`src/rtl/trbe_pkg.sv`:
```
// ----------------------------------------------------------------------------
// trbe_pkg
// Shared types and constants of the touch region button event block.
// ----------------------------------------------------------------------------
package trbe_pkg;

  localparam int NUM_BUTTONS_DEF = 4;
  localparam int REGION_REGS     = 4;
  localparam int BTN_IDX_W       = 3;
  localparam int LEVELS_W        = 4;
  localparam int ADDR_W          = 6;
  localparam int DATA_W          = 64;
  localparam int REGION_W        = 64;
  localparam int TICK_W          = 32;
  localparam int COORD_W         = 16;

  localparam int FLAG_PRESS   = 0;
  localparam int FLAG_RELEASE = 1;
  localparam int FLAG_LONG    = 2;

  localparam logic [2:0] REG_ACTIVE = 3'd4;

  typedef enum logic [2:0] {
    OP_SAMPLE  = 3'd0,
    OP_PRESSED = 3'd1,
    OP_RELEASD = 3'd2,
    OP_LONG    = 3'd3,
    OP_LEVEL   = 3'd4
  } op_t;

  typedef struct packed {
    logic step;
    logic active;
    logic sel;
    logic clear;
    op_t  op;
  } btn_ctl_t;

  typedef struct packed {
    logic               down;
    logic [COORD_W-1:0] x;
    logic [COORD_W-1:0] y;
    logic [TICK_W-1:0]  now;
    logic [TICK_W-1:0]  lim;
  } smp_t;

endpackage

```
`src/rtl/touch_region_button_events.sv`:
```
// ----------------------------------------------------------------------------
// touch_region_button_events
// Turns touch samples into press, release and long-press events for up to
// NUM_BUTTONS rectangular regions, and answers flag and level queries.
//
//   channel  direction  handshake            word
//   in_      input      in_valid / in_stall  opcode, index, touch, ticks
//   out_     output     out_valid/out_stall  answer, levels
//   apb      config     psel/penable/pready  64-bit region / count regs
//
// One word per cycle while the output is not stalled.
// Per-button compares and flag update sit between the input register and
// the output register. Stall on the output holds the output register and
// backs up into the input register; in_stall follows out_stall combinationally.
// Reset clears the valid flags, config registers and all button state; the
// payload registers are not reset; no clearing pass.
// ----------------------------------------------------------------------------
module touch_region_button_events import trbe_pkg::*; #(
  parameter int NUM_BUTTONS = NUM_BUTTONS_DEF
) (
  input  logic                clk,
  input  logic                rst_n,
  input  logic                in_valid,
  output logic                in_stall,
  input  logic [2:0]          in_opcode,
  input  logic [1:0]          in_button_index,
  input  logic                in_touch_down,
  input  logic [15:0]         in_touch_x,
  input  logic [15:0]         in_touch_y,
  input  logic [31:0]         in_now_ticks,
  input  logic [31:0]         in_long_press_ticks,
  output logic                out_valid,
  input  logic                out_stall,
  output logic                out_answer,
  output logic [3:0]          out_levels,
  input  logic                psel,
  input  logic                penable,
  input  logic                pwrite,
  input  logic [ADDR_W-1:0]   paddr,
  input  logic [DATA_W-1:0]   pwdata,
  output logic [DATA_W-1:0]   prdata,
  output logic                pready
);

  localparam int LIVE_MAX_I = (NUM_BUTTONS < REGION_REGS) ? NUM_BUTTONS : REGION_REGS;
  localparam logic [BTN_IDX_W-1:0] LIVE_MAX = BTN_IDX_W'(LIVE_MAX_I);

  logic [REGION_W-1:0]  region_r [REGION_REGS];
  logic [BTN_IDX_W-1:0] active_r;

  logic               s1_valid_r;
  logic [2:0]         s1_opcode_r;
  logic [1:0]         s1_index_r;
  smp_t               s1_smp_r;

  logic               out_valid_r;
  logic               answer_r;
  logic [LEVELS_W-1:0] levels_r;

  logic               wr_en;
  logic [2:0]         wr_idx;
  logic [BTN_IDX_W-1:0] live_cnt, new_live;
  logic               out_free;
  logic               s1_adv;
  logic               in_take;

  logic [NUM_BUTTONS-1:0] btn_active;
  logic [NUM_BUTTONS-1:0] btn_level;
  logic [NUM_BUTTONS-1:0] btn_answer;
  logic [LEVELS_W-1:0]    levels_nxt;

  assign pready   = 1'b1;
  assign wr_en    = psel & penable & pwrite & pready;
  assign wr_idx   = paddr[5:3];
  assign live_cnt = (active_r > LIVE_MAX) ? LIVE_MAX : active_r;
  assign new_live = (pwdata[2:0] > LIVE_MAX) ? LIVE_MAX : pwdata[2:0];

  always_comb begin
    prdata = '0;
    if (wr_idx == REG_ACTIVE) begin
      prdata = {{(DATA_W-BTN_IDX_W){1'b0}}, active_r};
    end else if (wr_idx < REG_ACTIVE) begin
      prdata = region_r[wr_idx[1:0]];
    end
  end

  always_ff @(posedge clk) begin
    if (!rst_n) begin
      for (int i = 0; i < REGION_REGS; i++) begin
        region_r[i] <= '0;
      end
      active_r <= '0;
    end else if (wr_en) begin
      if (wr_idx == REG_ACTIVE) begin
        active_r <= pwdata[2:0];
      end else if (wr_idx < REG_ACTIVE) begin
        region_r[wr_idx[1:0]] <= pwdata;
      end
    end
  end

  // two-stage flow: input register, then output register
  assign out_free = !out_valid_r || !out_stall;
  assign s1_adv   = s1_valid_r && out_free;
  assign in_stall = s1_valid_r && !out_free;
  assign in_take  = in_valid && !in_stall;

  always_ff @(posedge clk) begin
    if (!rst_n) begin
      s1_valid_r <= 1'b0;
    end else if (in_take) begin
      s1_valid_r <= 1'b1;
    end else if (s1_adv) begin
      s1_valid_r <= 1'b0;
    end
  end

  always_ff @(posedge clk) begin
    if (in_take) begin
      s1_opcode_r   <= in_opcode;
      s1_index_r    <= in_button_index;
      s1_smp_r.down <= in_touch_down;
      s1_smp_r.x    <= in_touch_x;
      s1_smp_r.y    <= in_touch_y;
      s1_smp_r.now  <= in_now_ticks;
      s1_smp_r.lim  <= in_long_press_ticks;
    end
  end

  for (genvar i = 0; i < NUM_BUTTONS; i++) begin : g_btn
    btn_ctl_t            ctl;
    logic [REGION_W-1:0] reg_i;

    if (i < REGION_REGS) begin : g_reg
      assign reg_i = region_r[i];
    end else begin : g_noreg
      assign reg_i = '0;
    end

    assign btn_active[i] = BTN_IDX_W'(i) < live_cnt;
    assign ctl.step   = s1_adv;
    assign ctl.active = btn_active[i];
    assign ctl.sel    = {1'b0, s1_index_r} == BTN_IDX_W'(i);
    assign ctl.clear  = wr_en && (wr_idx == REG_ACTIVE) && (BTN_IDX_W'(i) >= new_live);
    assign ctl.op     = op_t'(s1_opcode_r);

    trbe_button u_btn (
      .clk       (clk),
      .rst_n     (rst_n),
      .ctl       (ctl),
      .smp       (s1_smp_r),
      .region    (reg_i),
      .level_nxt (btn_level[i]),
      .answer    (btn_answer[i])
    );
  end

  for (genvar i = 0; i < LEVELS_W; i++) begin : g_lv
    if (i < NUM_BUTTONS) begin : g_on
      assign levels_nxt[i] = btn_level[i] & btn_active[i];
    end else begin : g_off
      assign levels_nxt[i] = 1'b0;
    end
  end

  always_ff @(posedge clk) begin
    if (!rst_n) begin
      out_valid_r <= 1'b0;
    end else if (out_free) begin
      out_valid_r <= s1_valid_r;
    end
  end

  always_ff @(posedge clk) begin
    if (s1_adv) begin
      answer_r <= |btn_answer;
      levels_r <= levels_nxt;
    end
  end

  assign out_valid  = out_valid_r;
  assign out_answer = answer_r;
  assign out_levels = levels_r;

`ifndef ASSERT_OFF
  a_stall_full: assert property (@(posedge clk) disable iff (!rst_n)
    in_stall |-> s1_valid_r)
    else $error("input stalled with empty input register");

  a_no_overrun: assert property (@(posedge clk) disable iff (!rst_n)
    (in_take && s1_valid_r) |-> s1_adv)
    else $error("input register overwritten before it moved on");

  a_out_source: assert property (@(posedge clk) disable iff (!rst_n)
    $rose(out_valid_r) |-> $past(s1_valid_r))
    else $error("output word appeared without an input word");
`endif

endmodule

```
`src/rtl/trbe_button.sv`:
```
// ----------------------------------------------------------------------------
// trbe_button
// State and event logic of one button region: level, sticky flags,
// press time stamp and long-press limit.
// ----------------------------------------------------------------------------
module trbe_button import trbe_pkg::*; (
  input  logic                clk,
  input  logic                rst_n,
  input  btn_ctl_t            ctl,
  input  smp_t                smp,
  input  logic [REGION_W-1:0] region,
  output logic                level_nxt,
  output logic                answer
);

  logic              level_r;
  logic [2:0]        flags_r, flags_nxt;
  logic [TICK_W-1:0] stamp_r, stamp_nxt;
  logic [TICK_W-1:0] limit_r, limit_nxt;

  logic [COORD_W-1:0] rx, ry, rw, rh;
  logic [COORD_W:0]   x_hi, y_hi;
  logic               hit;
  logic               v;
  logic [TICK_W-1:0]  held;
  logic               is_long;

  assign rx   = region[15:0];
  assign ry   = region[31:16];
  assign rw   = region[47:32];
  assign rh   = region[63:48];
  assign x_hi = {1'b0, rx} + {1'b0, rw};
  assign y_hi = {1'b0, ry} + {1'b0, rh};
  assign hit  = (smp.x >= rx) && ({1'b0, smp.x} <= x_hi) &&
                (smp.y >= ry) && ({1'b0, smp.y} <= y_hi);
  assign v       = smp.down & hit;
  assign held    = smp.now - stamp_r;
  assign is_long = (limit_r != '0) && (held > limit_r);

  always_comb begin
    level_nxt = level_r;
    flags_nxt = flags_r;
    stamp_nxt = stamp_r;
    limit_nxt = limit_r;
    answer    = 1'b0;
    if (ctl.clear) begin
      level_nxt = 1'b0;
      flags_nxt = '0;
      stamp_nxt = '0;
      limit_nxt = '0;
    end else if (ctl.step && ctl.active) begin
      case (ctl.op)
        OP_SAMPLE: begin
          if (v != level_r) begin
            if (v) begin
              flags_nxt[FLAG_PRESS] = 1'b1;
              stamp_nxt             = smp.now;
            end else if (is_long) begin
              flags_nxt[FLAG_LONG] = 1'b1;
            end else begin
              flags_nxt[FLAG_RELEASE] = 1'b1;
            end
            level_nxt = v;
          end
        end
        OP_PRESSED: begin
          if (ctl.sel) begin
            answer                = flags_r[FLAG_PRESS];
            flags_nxt[FLAG_PRESS] = 1'b0;
          end
        end
        OP_RELEASD: begin
          if (ctl.sel) begin
            answer                  = flags_r[FLAG_RELEASE];
            flags_nxt[FLAG_RELEASE] = 1'b0;
          end
        end
        OP_LONG: begin
          if (ctl.sel) begin
            limit_nxt            = smp.lim;
            answer               = flags_r[FLAG_LONG];
            flags_nxt[FLAG_LONG] = 1'b0;
          end
        end
        OP_LEVEL: begin
          if (ctl.sel) begin
            answer = level_r;
          end
        end
        default: begin
        end
      endcase
    end
  end

  always_ff @(posedge clk) begin
    if (!rst_n) begin
      level_r <= 1'b0;
      flags_r <= '0;
      stamp_r <= '0;
      limit_r <= '0;
    end else begin
      level_r <= level_nxt;
      flags_r <= flags_nxt;
      stamp_r <= stamp_nxt;
      limit_r <= limit_nxt;
    end
  end

`ifndef ASSERT_OFF
  a_idle_level: assert property (@(posedge clk) disable iff (!rst_n)
    !ctl.active |-> !level_r)
    else $error("inactive button holds a level");

  a_idle_flags: assert property (@(posedge clk) disable iff (!rst_n)
    !ctl.active |-> (flags_r == '0) && (limit_r == '0))
    else $error("inactive button holds flags or limit");

  a_answer_step: assert property (@(posedge clk) disable iff (!rst_n)
    !ctl.step |-> !answer)
    else $error("answer raised without a word");
`endif

endmodule

```
`config.mk`:
```
export PLATFORM = sky130hd
export DESIGN_NAME = touch_region_button_events
export DESIGN_NICKNAME = d
export VERILOG_FILES = /design/src/rtl/trbe_pkg.sv /design/src/rtl/touch_region_button_events.sv /design/src/rtl/trbe_button.sv
export SDC_FILE = /design/constraint.sdc
export NUM_CORES = 2
export LEC_CHECK = 0
export BUFFER_PORTS_ARGS = -buffer_cell sky130_fd_sc_hd__buf_4
export CAP_MARGIN = 10
export CORE_ASPECT_RATIO = 0.7
export CORE_UTILIZATION = 35
export DETAILED_ROUTE_END_ITERATION = 10
export PLACE_DENSITY = 0.58
export SLEW_MARGIN = 10
export SYNTH_ARGS = -nofsm -noshare
export SYNTH_HDL_FRONTEND = slang
export SYNTH_SLANG_ARGS = --single-unit
```
`constraint.sdc`:
```
create_clock -name clk -period 9 [get_ports clk]
set_input_delay 1.35 -clock clk [delete_from_list [all_inputs] [get_ports clk]]
set_output_delay 1.35 -clock clk [all_outputs]
set_load 0.03 [all_outputs]
```
==> flow_metrics.py <==
metrics = {
    "clocking": {
        "ctsHoldBuffers": 0,
        "htreeDepth": 3,
        "numCtsBuffers": 76,
        "cts_tree": "yes",
        "clk_latency_ps": 700,
        "cts_resized": 0,
        "cts_num_sinks": 640,
        "post-cts-setup-buffer-count": 0,
        "cts_root_buffer": "clkbuf_16",
        "path_clk_slew_ps": 70,
        "clock_path_buffers": 3,
    },
    "yosys": {
        "ys_top_cells_by_area": "edfxtp_1 24%, ha_1 18%, dfxtp_1 12%",
        "synth_top_area_cell": "edfxtp_1",
        "synth_cell_types": 83,
        "ys_ff_latch": 640,
        "synth_top_area_frac": 0.244,
        "synth_edf_count": 363,
        "avgSynthCellArea_sq_um": 9.36,
        "ys.flop_type": "edfxtp_1",
        "synthArstFlopShare": 0,
        "synth_nets": 5601,
        "yosysSeqAreaShare": 0.368,
        "synth.cell_area_sq_um": 44700,
        "yosys_warnings": 0,
        "synth_cells": 4774,
    },
    "placed_design": {
        "port_buffers": 246,
        "dp_hpwl_microns": 108000,
        "place_area_sq_um": 48500,
        "place.gp.congestion": 0.954,
    },
    "global_routing": {
        "grt_usage": 0.216,
        "grt_pass1_vias": 33463,
        "grt_start_max_net_pins": 69,
        "antenna_found_initial": 8,
        "met2_usage": 0.305,
        "grt_pass1_wl_microns": 212000,
        "grtUsageMet1": 0.329,
        "grt_util_met3": 0.0487,
        "busiest_layer": "met1",
        "grt_overflow_total": 0,
    },
    "layout": {
        "final_area_sq_um": 51000,
        "drive_gt1_frac": 0.105,
        "fill_cells": 12504,
        "fin_nets": 5823,
        "layout-area-overhead-vs-synth_pct": 14.2,
    },
    "worst_setup_path": {
        "path_max_fanout": 12,
        "start_kind": "flop",
        "crit_end": "g_btn[3].u_btn.flags_r[1]",
        "r2r_start": "s1_smp_r[33]",
        "reg2reg_slack_ps": 2260,
        "crit_required_ps": 9600,
        "r2r_cells": 21,
        "worstSetupPathType": "reg2reg",
        "critPathCaptureType": "flop",
        "worstPathArrival_ps": 7340,
        "rr_endpoint": "g_btn[3].u_btn.flags_r[1]",
        "crit_start": "s1_smp_r[33]",
    },
    "routing": {
        "wl_per_cell_microns": 21.1,
        "vias": 35902,
        "routed_wl_microns": 142000,
        "dr.first_iter.drc_count": 3417,
        "avgViaCountPerCell": 5.34,
        "antenna_left": 0,
        "drc": 0,
        "drtPass1Iterations": 6,
    },
    "timing": {
        "hold_viol": 0,
        "period_share": 0.748,
        "min_period_ps": 6740,
        "slew_headroom": 0.182,
        "tightestPinTransition_ps": 1230,
        "drv_slew": 0,
        "setup_violations": 0,
        "fmax_ghz": 0.148,
        "final.setup.tns_ps": 0,
        "clock_skew_ps": 43.7,
        "grt_setup_unrepaired": "false",
    },
    "die": {
        "core_area_sq_um": 126000,
        "fp.dieH_microns": 301,
        "rows": 109,
        "dieArea_sq_um": 129000,
        "ios": 251,
        "start_util": 0.353,
        "fp.dieW_microns": 429,
    },
    "power": {
        "swShare": 0.310,
        "p_per_area_nw_per_um2": 164,
        "p_sw_mw": 2.60,
        "combPwrFrac": 0.218,
        "ir_drop_v": 0.000129,
        "clkPwrFrac": 0.383,
        "intPower_mw": 5.79,
        "seqPwrFrac": 0.399,
        "p_leak_nw": 21.1,
    },
    "min_path": {
        "hold_path_class": "reg2reg",
        "min_from": "g_btn[3].u_btn.flags_r[2]",
    },
    "run": {
        "maxCapViolations": 0,
    },
    "outcome": {
        "status": "finished clean",
    },
}
cells by family (layout without fill, tap and decap cells):
group,count (synthesis),in the layout,share of synthesized area
AND/OR/NAND/NOR,1381,1381,0.142
AO/OA/AOI/OAI,1066,1066,0.153
flip-flops,640,640,0.368
buffers and inverters,652,937,0.0553
other,1,3,0.0000839
adder cells (fa/ha/maj),648,648,0.184
XOR/XNOR,220,220,0.0431
multiplexers,166,166,0.0551
stage by stage:
stage | cells | hold WS [ps] | total power, mW | util | setup slack (ps)
5_1_grt | 6725 | 489 | 8.79 | 0.404 | 1830
3_5_place_dp | 6583 | 450 | 5.20 | 0.383 | 2330
3_3_place_gp | 6583 | 447 | 5.17 | 0.383 | 2460
6_report | 6726 | 455 | 8.39 | 0.404 | 2260
2_1_floorplan | 4774 | 432 | 4.58 | - | 1380
4_1_cts | 6724 | 459 | 8.46 | 0.404 | 2320
power groups by stage:
stage	clock [mW]	combinational (mW)	sequential, mW
final	3.21	1.83	3.35
after global routing	3.40	2.03	3.36
after CTS	3.30	1.81	3.35
after detailed placement	0	1.79	3.41
after global placement	0	1.76	3.41
after floorplan	0	1.25	3.34
cell type report:
type | count | area (sq um) | share of cell area
multi-input combinational | 3482 | 25900 | 0.508
timing repair buffer | 281 | 2110 | 0.0413
tap | 1665 | 2080 | 0.0408
clock buffer | 91 | 2000 | 0.0392
inverter | 515 | 1930 | 0.0379
sequential | 640 | 16400 | 0.322
antenna | 2 | 5.00 | 0.0000981
clock inverter | 50 | 551 | 0.0108
layer usage:
layer  share of wire  routed length [microns]
met5         0.00029                       41
met4           0.019                     2740
met3           0.080                    11400
met2            0.40                    57000
met1            0.50                    70700
worst min-delay path by stage:
stage                     cells past startpoint                         end
after floorplan                               2   g_btn[3].u_btn.flags_r[2]
after global placement                        2   g_btn[2].u_btn.flags_r[2]
after detailed placement                      2   g_btn[3].u_btn.flags_r[2]
after CTS                                     2   g_btn[3].u_btn.flags_r[2]
after global routing                          2  g_btn[3].u_btn.limit_r[24]
final                                         2   g_btn[3].u_btn.flags_r[2]
worst max-delay path: stages, from the launching register on:
cell and delay, ps:
edfxtp_1 760, ha_1 330, nor2b_1 140, o31a_1 270
o41a_1 360, a311o_2 490, o311a_4 410, a311oi_4 340
o21ai_2 160, o311a_4 350, a221o_1 340, a21oi_2 160
xnor2_1 80, ha_1 290, nand4_1 240, nor4_1 710
o21ai_0 210, a21oi_1 400, o21ai_0 160, nand4_1 120
o311ai_0 120, a211oi_1 220
synthesized netlist by cell type (all sizes together), types with 9 or more instances:
master and n:
ha 636, o2111ai 19, a2111oi 11, inv 515, o31ai 47, o21bai 41
nand3 68, and3 17, nor3 51, or3 14, nor4 40, nand2b 44
edfxtp 363, a31oi 17, buf 29, and2 67, mux2i 102, a21o 187
nand2 417, xnor2 124, o211ai 9, xor2 96, mux4 64, a211oi 31
nand4 109, o22ai 11, o21a 45, a21boi 10, dfxtp 277, o31a 12
o21ai 146, fa 12, clkbuf 108, nor2b 66, or2 15, a21oi 403
nor2 457
registers in the layout, summed over array words and instances (netlist names):
register             cells
s1_index_r               2
region_r               256
active_r                 3
out_levels               4
s1_valid_r               1
g_btn.u_btn.stamp_r    128
g_btn.u_btn.limit_r    128
out_valid                1
out_answer               1
g_btn.u_btn.flags_r     12
g_btn.u_btn.level_r      4
s1_smp_r                97
s1_opcode_r              3
layout by cell type (no fill, tap or decap), drive strengths merged, types with 15 or more instances in the layout:
master,Yosys,routed
mux2i,102,102
clkinv,0,28
a21o,187,187
nor2,457,457
nand4,109,109
nor3,51,51
o2111ai,19,19
nor4,40,40
nor2b,66,66
o21ai,146,146
and2,67,67
nand3,68,68
edfxtp,363,363
and3,17,17
a211oi,31,31
dfxtp,277,277
a21oi,403,403
inv,515,522
mux4,64,64
xor2,96,96
xnor2,124,124
o21bai,41,41
clkbuf,108,91
buf,29,281
o21a,45,45
nand2,417,417
a31oi,17,17
o31ai,47,47
or2,15,15
nand2b,44,44
ha,636,636
No activity file was read; power rests on OpenSTA's default activity.
